--- src/hw/rtl/tcw_pkg.sv ---
// ----------------------------------------------------------------------------
// tcw_pkg
// Shared constants, codes and controller/datapath interface types for the
// text console writer.
// ----------------------------------------------------------------------------
package tcw_pkg;

    // screen geometry
    localparam int COLUMNS = 80;
    localparam int ROWS    = 30;
    localparam int CELLS   = COLUMNS * ROWS;

    // field widths
    localparam int COL_W  = 7;
    localparam int ROW_W  = 5;
    localparam int ADDR_W = 12;
    localparam int CELL_W = 16;

    // blank cell and special characters
    localparam logic [7:0] BLANK_COLOUR = 8'hff;
    localparam logic [7:0] BLANK_CHAR   = 8'h20;
    localparam logic [7:0] CH_NEWLINE   = 8'h0a;
    localparam logic [7:0] CH_RETURN    = 8'h0d;
    localparam logic [7:0] CH_BACKSPACE = 8'h08;
    localparam logic [7:0] CH_DELETE    = 8'h7f;

    // command codes
    typedef enum logic [1:0] {
        CMD_PUT   = 2'd0,
        CMD_CLEAR = 2'd1,
        CMD_READ  = 2'd2,
        CMD_NONE  = 2'd3
    } t_cmd;

    // datapath operation for the current cycle
    typedef enum logic [2:0] {
        OP_NONE,
        OP_ACCEPT,
        OP_COPY,
        OP_FILL,
        OP_CLEAR,
        OP_FINISH
    } t_dp_op;

    // controller to datapath
    typedef struct packed {
        t_dp_op op;
        logic   out_now;
    } t_ctl;

    // datapath to controller
    typedef struct packed {
        logic out_free;
        logic scroll;
        logic copy_last;
        logic fill_last;
    } t_sts;

endpackage

--- src/hw/rtl/tcw_ctrl.sv ---
// ----------------------------------------------------------------------------
// tcw_ctrl
// Sequencer for the text console writer: accepts commands and steps the
// datapath through scroll, fill and clear sweeps over the cell buffer.
// ----------------------------------------------------------------------------
module tcw_ctrl
    import tcw_pkg::*;
(
    input  logic       i_clk,
    input  logic       i_rst_n,
    input  logic       i_in_valid,
    input  logic [1:0] i_command,
    input  t_sts       i_sts,
    output logic       o_in_stall,
    output t_ctl       o_ctl
);

    typedef enum logic [2:0] {
        S_IDLE,
        S_COPY,
        S_DRAIN,
        S_FILL,
        S_CLEAR,
        S_FINISH
    } t_state;

    t_state r_state;
    t_state n_state;
    logic   ready;
    logic   accept;

    // input side handshake
    assign ready      = (r_state == S_IDLE) && i_sts.out_free;
    assign accept     = ready && i_in_valid;
    assign o_in_stall = !ready;

    // next state and datapath commands
    always_comb begin
        n_state       = r_state;
        o_ctl.op      = OP_NONE;
        o_ctl.out_now = 1'b0;
        case (r_state)
            S_IDLE: begin
                if (accept) begin
                    o_ctl.op = OP_ACCEPT;
                    case (t_cmd'(i_command))
                        CMD_PUT: begin
                            if (i_sts.scroll) begin
                                n_state = S_COPY;
                            end else begin
                                o_ctl.out_now = 1'b1;
                            end
                        end
                        CMD_CLEAR: n_state = S_CLEAR;
                        CMD_READ:  n_state = S_FINISH;
                        default:   o_ctl.out_now = 1'b1;
                    endcase
                end
            end
            S_COPY: begin
                o_ctl.op = OP_COPY;
                if (i_sts.copy_last) begin
                    n_state = S_DRAIN;
                end
            end
            // last copied cell is written back here
            S_DRAIN: n_state = S_FILL;
            S_FILL: begin
                o_ctl.op = OP_FILL;
                if (i_sts.fill_last) begin
                    n_state = S_FINISH;
                end
            end
            S_CLEAR: begin
                o_ctl.op = OP_CLEAR;
                if (i_sts.fill_last) begin
                    n_state = S_FINISH;
                end
            end
            S_FINISH: begin
                if (i_sts.out_free) begin
                    o_ctl.op = OP_FINISH;
                    n_state  = S_IDLE;
                end
            end
            default: n_state = S_IDLE;
        endcase
    end

    // state register
    always_ff @(posedge i_clk) begin
        if (!i_rst_n) begin
            r_state <= S_IDLE;
        end else begin
            r_state <= n_state;
        end
    end

endmodule

--- config.mk ---
export PLATFORM = sky130hd
export DESIGN_NAME = tcw_ctrl
export DESIGN_NICKNAME = d
export VERILOG_FILES = /design/src/hw/rtl/tcw_pkg.sv /design/src/hw/rtl/tcw_ctrl.sv
export SDC_FILE = /design/constraint.sdc
export NUM_CORES = 1
export LEC_CHECK = 0
export BUFFER_PORTS_ARGS = -buffer_cell sky130_fd_sc_hd__buf_2
export CAP_MARGIN = 20
export CELL_PAD_IN_SITES_DETAIL_PLACEMENT = 0
export CELL_PAD_IN_SITES_GLOBAL_PLACEMENT = 1
export CORE_MARGIN = 1.5
export CORE_UTILIZATION = 25
export CTS_BUF_LIST = sky130_fd_sc_hd__clkbuf_4 sky130_fd_sc_hd__clkbuf_8 sky130_fd_sc_hd__clkbuf_16
export CTS_CLUSTER_DIAMETER = 80
export DETAILED_ROUTE_END_ITERATION = 8
export PLACE_DENSITY = 0.67
export REMOVE_ABC_BUFFERS = 1
export SETUP_SLACK_MARGIN = 0.5
export SLEW_MARGIN = 40
export SYNTH_ARGS = -nofsm -noshare
export SYNTH_HDL_FRONTEND = slang
export SYNTH_SLANG_ARGS = --single-unit
export TNS_END_PERCENT = 20
--- constraint.sdc ---
create_clock -name i_clk -period 1.2 [get_ports i_clk]
set_input_delay 0.06 -clock i_clk [delete_from_list [all_inputs] [get_ports i_clk]]
set_output_delay 0.06 -clock i_clk [all_outputs]
set_load 0.02 [all_outputs]
==> results of run 1 <==
-- layer usage --
metal / vias up / routed length, um / GRT usage
met1: 191 / 431 / 0.168
met5: - / 0 / 0
met3: 0 / 56 / 0.0380
met4: 0 / 0 / 0.0500
li1: 224 / - / -
met2: 13 / 404 / 0.203
-- report_power, final --
group | internal (mW) | total (mW) | switching, mW | leakage (nW)
sequential | 0.138 | 0.179 | 0.0417 | 0.0258
combinational | 0.324 | 0.627 | 0.304 | 0.226
clock | 0.148 | 0.206 | 0.0586 | 0.0184
-- how the worst max path moves through the flow --
| stage | slack, ns | endpoint | cells after the start | from |
|---|---|---|---|---|
| global route | -0.26 | o_ctl[1] | 5 | r_state[2] |
| floorplan | -0.14 | o_ctl[3] | 2 | r_state[2] |
| global placement | 0.008 | r_state[2] | 4 | r_state[1] |
| detailed placement | 0.0002 | o_ctl[1] | 5 | r_state[2] |
| finish | -0.14 | o_ctl[1] | 5 | r_state[2] |
| CTS | -0.17 | o_ctl[1] | 5 | r_state[2] |
-- cell usage in the layout (no fill, tap or decap), types with 2 or more instances in the layout --
cell / n
a21oi_1: 3
nor4b_1: 2
nor4bb_1: 2
nor2b_1: 2
ha_1: 4
o21ai_1: 2
nor3_1: 2
buf_2: 11
nor2_1: 3
inv_1: 4
dfxtp_2: 3
o31ai_1: 2
clkbuf_4: 4
nand2_1: 3
buf_4: 9
nand3_1: 2
buf_6: 3
-- final cells by class --
| class | instances | area [um2] | area share |
|---|---|---|---|
| multi-input combinational | 39 | 284 | 0.500 |
| inverter | 4 | 15.0 | 0.0264 |
| timing repair buffer | 23 | 156 | 0.275 |
| sequential | 3 | 63.8 | 0.112 |
| tap | 15 | 18.8 | 0.0330 |
| clock buffer | 4 | 30.0 | 0.0529 |
-- critical path: cells and delay by family, from the launching register on --
| kind | cells | cell delay (ns) |
|---|---|---|
| AOI/OAI and AO/OA | 2 | 0.22 |
| buffers and inverters | 2 | 0.33 |
| DFF | 1 | 0.34 |
| and+or+nand+nor | 1 | 0.16 |
-- stage by stage --
| step | util | TNS [ns] | setup WS, ns |
|---|---|---|---|
| finish | 0.431 | -0.327 | -0.144 |
| floorplan | - | -0.300 | -0.139 |
| CTS | 0.431 | -0.400 | -0.168 |
| detailed placement | 0.384 | 0 | 0.000173 |
| global route | 0.431 | -0.841 | -0.258 |
| global placement | 0.384 | 0 | 0.00759 |
-- logic make-up (layout without fill, tap and decap cells) --
group | Yosys count | count (layout) | synth area share
AO/OA/AOI/OAI | 13 | 13 | 0.240
AND/OR/NAND/NOR | 21 | 21 | 0.347
multiplexers | 1 | 1 | 0.0278
adder cells (fa/ha/maj) | 4 | 4 | 0.139
flip-flops | 3 | 3 | 0.167
buffers and inverters | 7 | 31 | 0.0798
-- what timing repair did --
| action | 4_1_cts | 5_1_grt |
|---|---|---|
| resized for setup | 11 | 0 |
| hold buffers | 0 | 0 |
| endpoints found under the setup margin | 8 | 8 |
| pin swaps | 3 | 0 |
==> flow_summary.toml, run 1 <==
[floorplan]
die-area_mm2 = 0.00168
ioPinCount = 14
coreArea_mm2 = 0.00132
fp-row-count = 13
dieHeight_um = 41.0
die_w_um = 41.0
initial_utilization = 0.274

[worst_hold_path]
hold_depth = 3
hp-start = "i_rst_n"
hold_class = "in -> reg"
hold_end = "r_state[2]"

[sta]
hold-worst-slack_ns = 0.0902
setup_ws_ns = -0.144
fin_crit_sh = 1.12
final.min_clock_period_ns = 1.34
finalMaxSlewViolations = 0
hold_violations = 0
clock_skew_ns = 0.00161
worst_pin_slew_ns = 0.339
rsz0062_at_grt = "true"
setup_violations = 4
fmaxAchievable_mhz = 744
slew_headroom = 0.771

[grt]
first_global_vias = 373
grt_first_pass_wirelength_mm = 1.47
antenna_found_initial = 0
grt_overflow = 0
grt_max_degree = 13
track_usage = 0.131

[critical_path]
crit_path_end_kind = "output pin"
r2r_cells = 4
rrSetupSlack_ns = 0.04
path_class = "reg -> out"
cp-start-kind = "flip-flop"
slowest_stage = "dfxtp_2"
cpPeakStageDelay_ns = 0.34
crit_arrival_ns = 1.28
reg2reg_from = "r_state[1]"
cp_max_fo = 8
path_cells = "buf_6 > nor3b_2 > a21oi_1 > o31ai_1 > buf_2"
worst_r2r_endpoint = "r_state[0]"
required_ns = 1.14

[final_layout]
finalInstanceArea_um2 = 568
max_flop_register = "r_state"
drive_gt1_frac = 0.466
n_antenna_cell = 0
area_growth_pct = 57.6
fill_cells = 146
final_nets = 87
fin_cells = 88
top_regs = "r_state x3"
largest_reg_flops = 3

[logic_synthesis]
syn_area_um2 = 360
synth_top_cell_area_share = 0.167
synthArstFlopShare = 0
synth_common_cells = "ha_1, inv_1"
ys_ff_latch = 3
synth_warnings = 0
synthFlopType = "dfxtp_1"
netlist_instances = 49
synth_edf_count = 0
avgSynthCellArea_um2 = 7.35
ys_seq_area_frac = 0.167
synth_top_area_cell = "dfxtp_1"
synth_cell_types = 25
synthTopCellsByArea = "dfxtp_1, ha_1, nor4bb_1, nor2b_1, nor4b_1"

[power_and_ir_drop]
peakVddDrop_uv = 516
power_mw = 1.01
power_density_mw_per_mm2 = 1780
p_leak_nw = 0.270

[place]
placed_area_um2 = 505
dpl.cell_count = 84
dp_hpwl_um = 712
place_congestion = 0.689
portBuffers = 13

[clock_network]
htreeDepth = 1
cts_buffer_depth = 2
clk_latency_ns = 0.24
cts_setup_buffers = 0
clk_root_buffer_cell = "clkbuf_4"
tritoncts.num_buffers = 3
tritoncts = "yes"
cts.sinks = 3
cts.clk_slew.worst_paths_ns = 0.04

[run]
cap_violations = 0

[route]
num_vias = 428
drcViolationCount = 0
dr.pass1.iters = 4
viasPerCell = 4.86
wl_per_cell_um = 10.1
drt-initial-drc-count = 1
detail-route-antenna-nets = 0
wl_um = 892

[status]
status = "finished, violations left"
violations = "setup timing"
Note: power is estimated with default switching activity, not from simulation.
==> run 2: changes to the inputs <==
--- a/config.mk
+++ b/config.mk
@@ -17,6 +17,7 @@
 export PLACE_DENSITY = 0.67
 export REMOVE_ABC_BUFFERS = 1
 export SETUP_SLACK_MARGIN = 0.5
+export SKIP_CTS_REPAIR_TIMING = 1
 export SLEW_MARGIN = 40
 export SYNTH_ARGS = -nofsm -noshare
 export SYNTH_HDL_FRONTEND = slang
==> run 2 against run 1 <==
  * The run still ends with setup timing left
  * Utilization up 1.9 points
  * Power up 5.7%
  * Global-route usage down 0.22 points
  * Critical path depth unchanged
  * Wire length up 4.6%
  * Via count up 2.3%
  * Final cell count up 3.4%
  * Largest cell class unchanged
==> flow_summary.toml, run 2 (same netlist as run 1, synthesis figures left out) <==
[place]
placed_area_um2 = 505
portBuffers = 13
dp_hpwl_um = 712
place_congestion = 0.689
place_ws_ns = 0.000173

[sta]
hold_violations = 0
hold-worst-slack_ns = 0.102
slew_headroom = 0.771
worst_pin_slew_ns = 0.339
fmaxAchievable_mhz = 729
setup_violations = 5
clock_skew_ns = 0.000705
finalMaxSlewViolations = 0
final.min_clock_period_ns = 1.37
setup_ws_ns = -0.171
rsz0062_at_grt = "true"
fin_crit_sh = 1.14

[clock_network]
tritoncts.num_buffers = 3
cts.clk_slew.worst_paths_ns = 0.04
clk_root_buffer_cell = "clkbuf_4"
htreeDepth = 1
tritoncts = "yes"
clk_latency_ns = 0.24
cts.sinks = 3
cts_buffer_depth = 2

[status]
violations = "setup timing"
status = "finished, violations left"

[power_and_ir_drop]
p_comb_frac = 0.641
pwr-share-clk = 0.192
power_density_mw_per_mm2 = 1800
seqPwrFrac = 0.167
p_leak_nw = 0.288
p_sw_mw = 0.420
internal_power_mw = 0.651
peakVddDrop_uv = 503
swShare = 0.392

[critical_path]
crit_arrival_ns = 1.31
crit_path_end_kind = "output pin"
cp_max_fo = 6
required_ns = 1.14
cp-start-kind = "flip-flop"
path_class = "reg -> out"

[floorplan]
die-area_mm2 = 0.00168
ioPinCount = 14
fp-row-count = 13
die_w_um = 41.0
initial_utilization = 0.274
coreArea_mm2 = 0.00132
dieHeight_um = 41.0

[final_layout]
final_common_cell = "buf_4"
drive_gt1_frac = 0.500
finalInstanceArea_um2 = 593
largest_reg_flops = 3
mostFrequentLayoutCells = "buf_4, buf_2, inv_1, ha_1, clkbuf_4"
final_nets = 90
final_util = 0.450
n_antenna_cell = 0
regArea_um2 = 63.8
max_flop_register = "r_state"
area_growth_pct = 64.6
top_regs = "r_state x3"
fill_cells = 149
multi_input_area_um2 = 290

[run]
cap_violations = 0

[route]
drt-initial-drc-count = 1
wl_per_cell_um = 10.3
drcViolationCount = 0
dr.pass1.iters = 2
detail-route-antenna-nets = 0
num_vias = 438
viasPerCell = 4.81
wl_um = 933

[grt]
track_usage = 0.129
antenna_found_initial = 0
grt_overflow = 0
grt_max_degree = 13
first_global_vias = 375
grt_first_pass_wirelength_mm = 1.44

[worst_hold_path]
hold_class = "in -> reg"
==> run 2: changes by cell type in the layout (fill, tap and decap cells not counted), sizes merged <==
cell	before	now
buf	23	26
==> run 2: area by class of cell <==
cell class                      instances  area share
Tap cell                               15      0.0316
Inverter                                4      0.0253
Sequential cell                         3       0.108
Timing Repair Buffer                   26       0.295
Clock buffer                            4      0.0506
Multi-Input combinational cell         39       0.489
==> run 2: per-stage QoR <==
stage	TNS [ns]	instances	power (mW)
after detailed placement	0	84	0.749
after CTS	-0.786	88	0.965
final	-0.458	91	1.07
after global placement	0	84	0.754
after floorplan	-0.300	46	0.501
after global routing	-1.00	91	1.16
==> run 2: final timing paths <==
path | from | end | slack, ns | depth (start not counted)
max | r_state[0] | o_ctl[1] | -0.17 | 5
min | i_rst_n | r_state[2] | 0.10 | 3
max reg2reg | r_state[0] | r_state[2] | -0.04 | 5
min reg2reg | r_state[0] | r_state[2] | 0.67 | 3
==> run 2: power groups by stage <==
stage	Sequential (mW)	Clock, mW	Combinational, mW
2_1_floorplan	0.207	0	0.294
3_3_place_gp	0.169	0	0.586
3_5_place_dp	0.169	0	0.579
4_1_cts	0.167	0.215	0.584
5_1_grt	0.186	0.223	0.753
6_report	0.179	0.206	0.686
==> run 2: critical path: stages (launching register included) <==
cell and delay, ns:
dfxtp_2 0.33, buf_6 0.13, nor3b_2 0.16, a21oi_1 0.05, o31ai_1 0.20, buf_2 0.19
==> run 2: routing by layer <==
metal / global-route usage / share of wire / wire [um] / vias up
met5: 0 / 0 / 0 / -
met4: 0.0500 / 0 / 0 / 0
met3: 0.0380 / 0.060 / 56 / 0
met2: 0.207 / 0.46 / 425 / 13
met1: 0.158 / 0.48 / 452 / 195
li1: - / - / - / 230
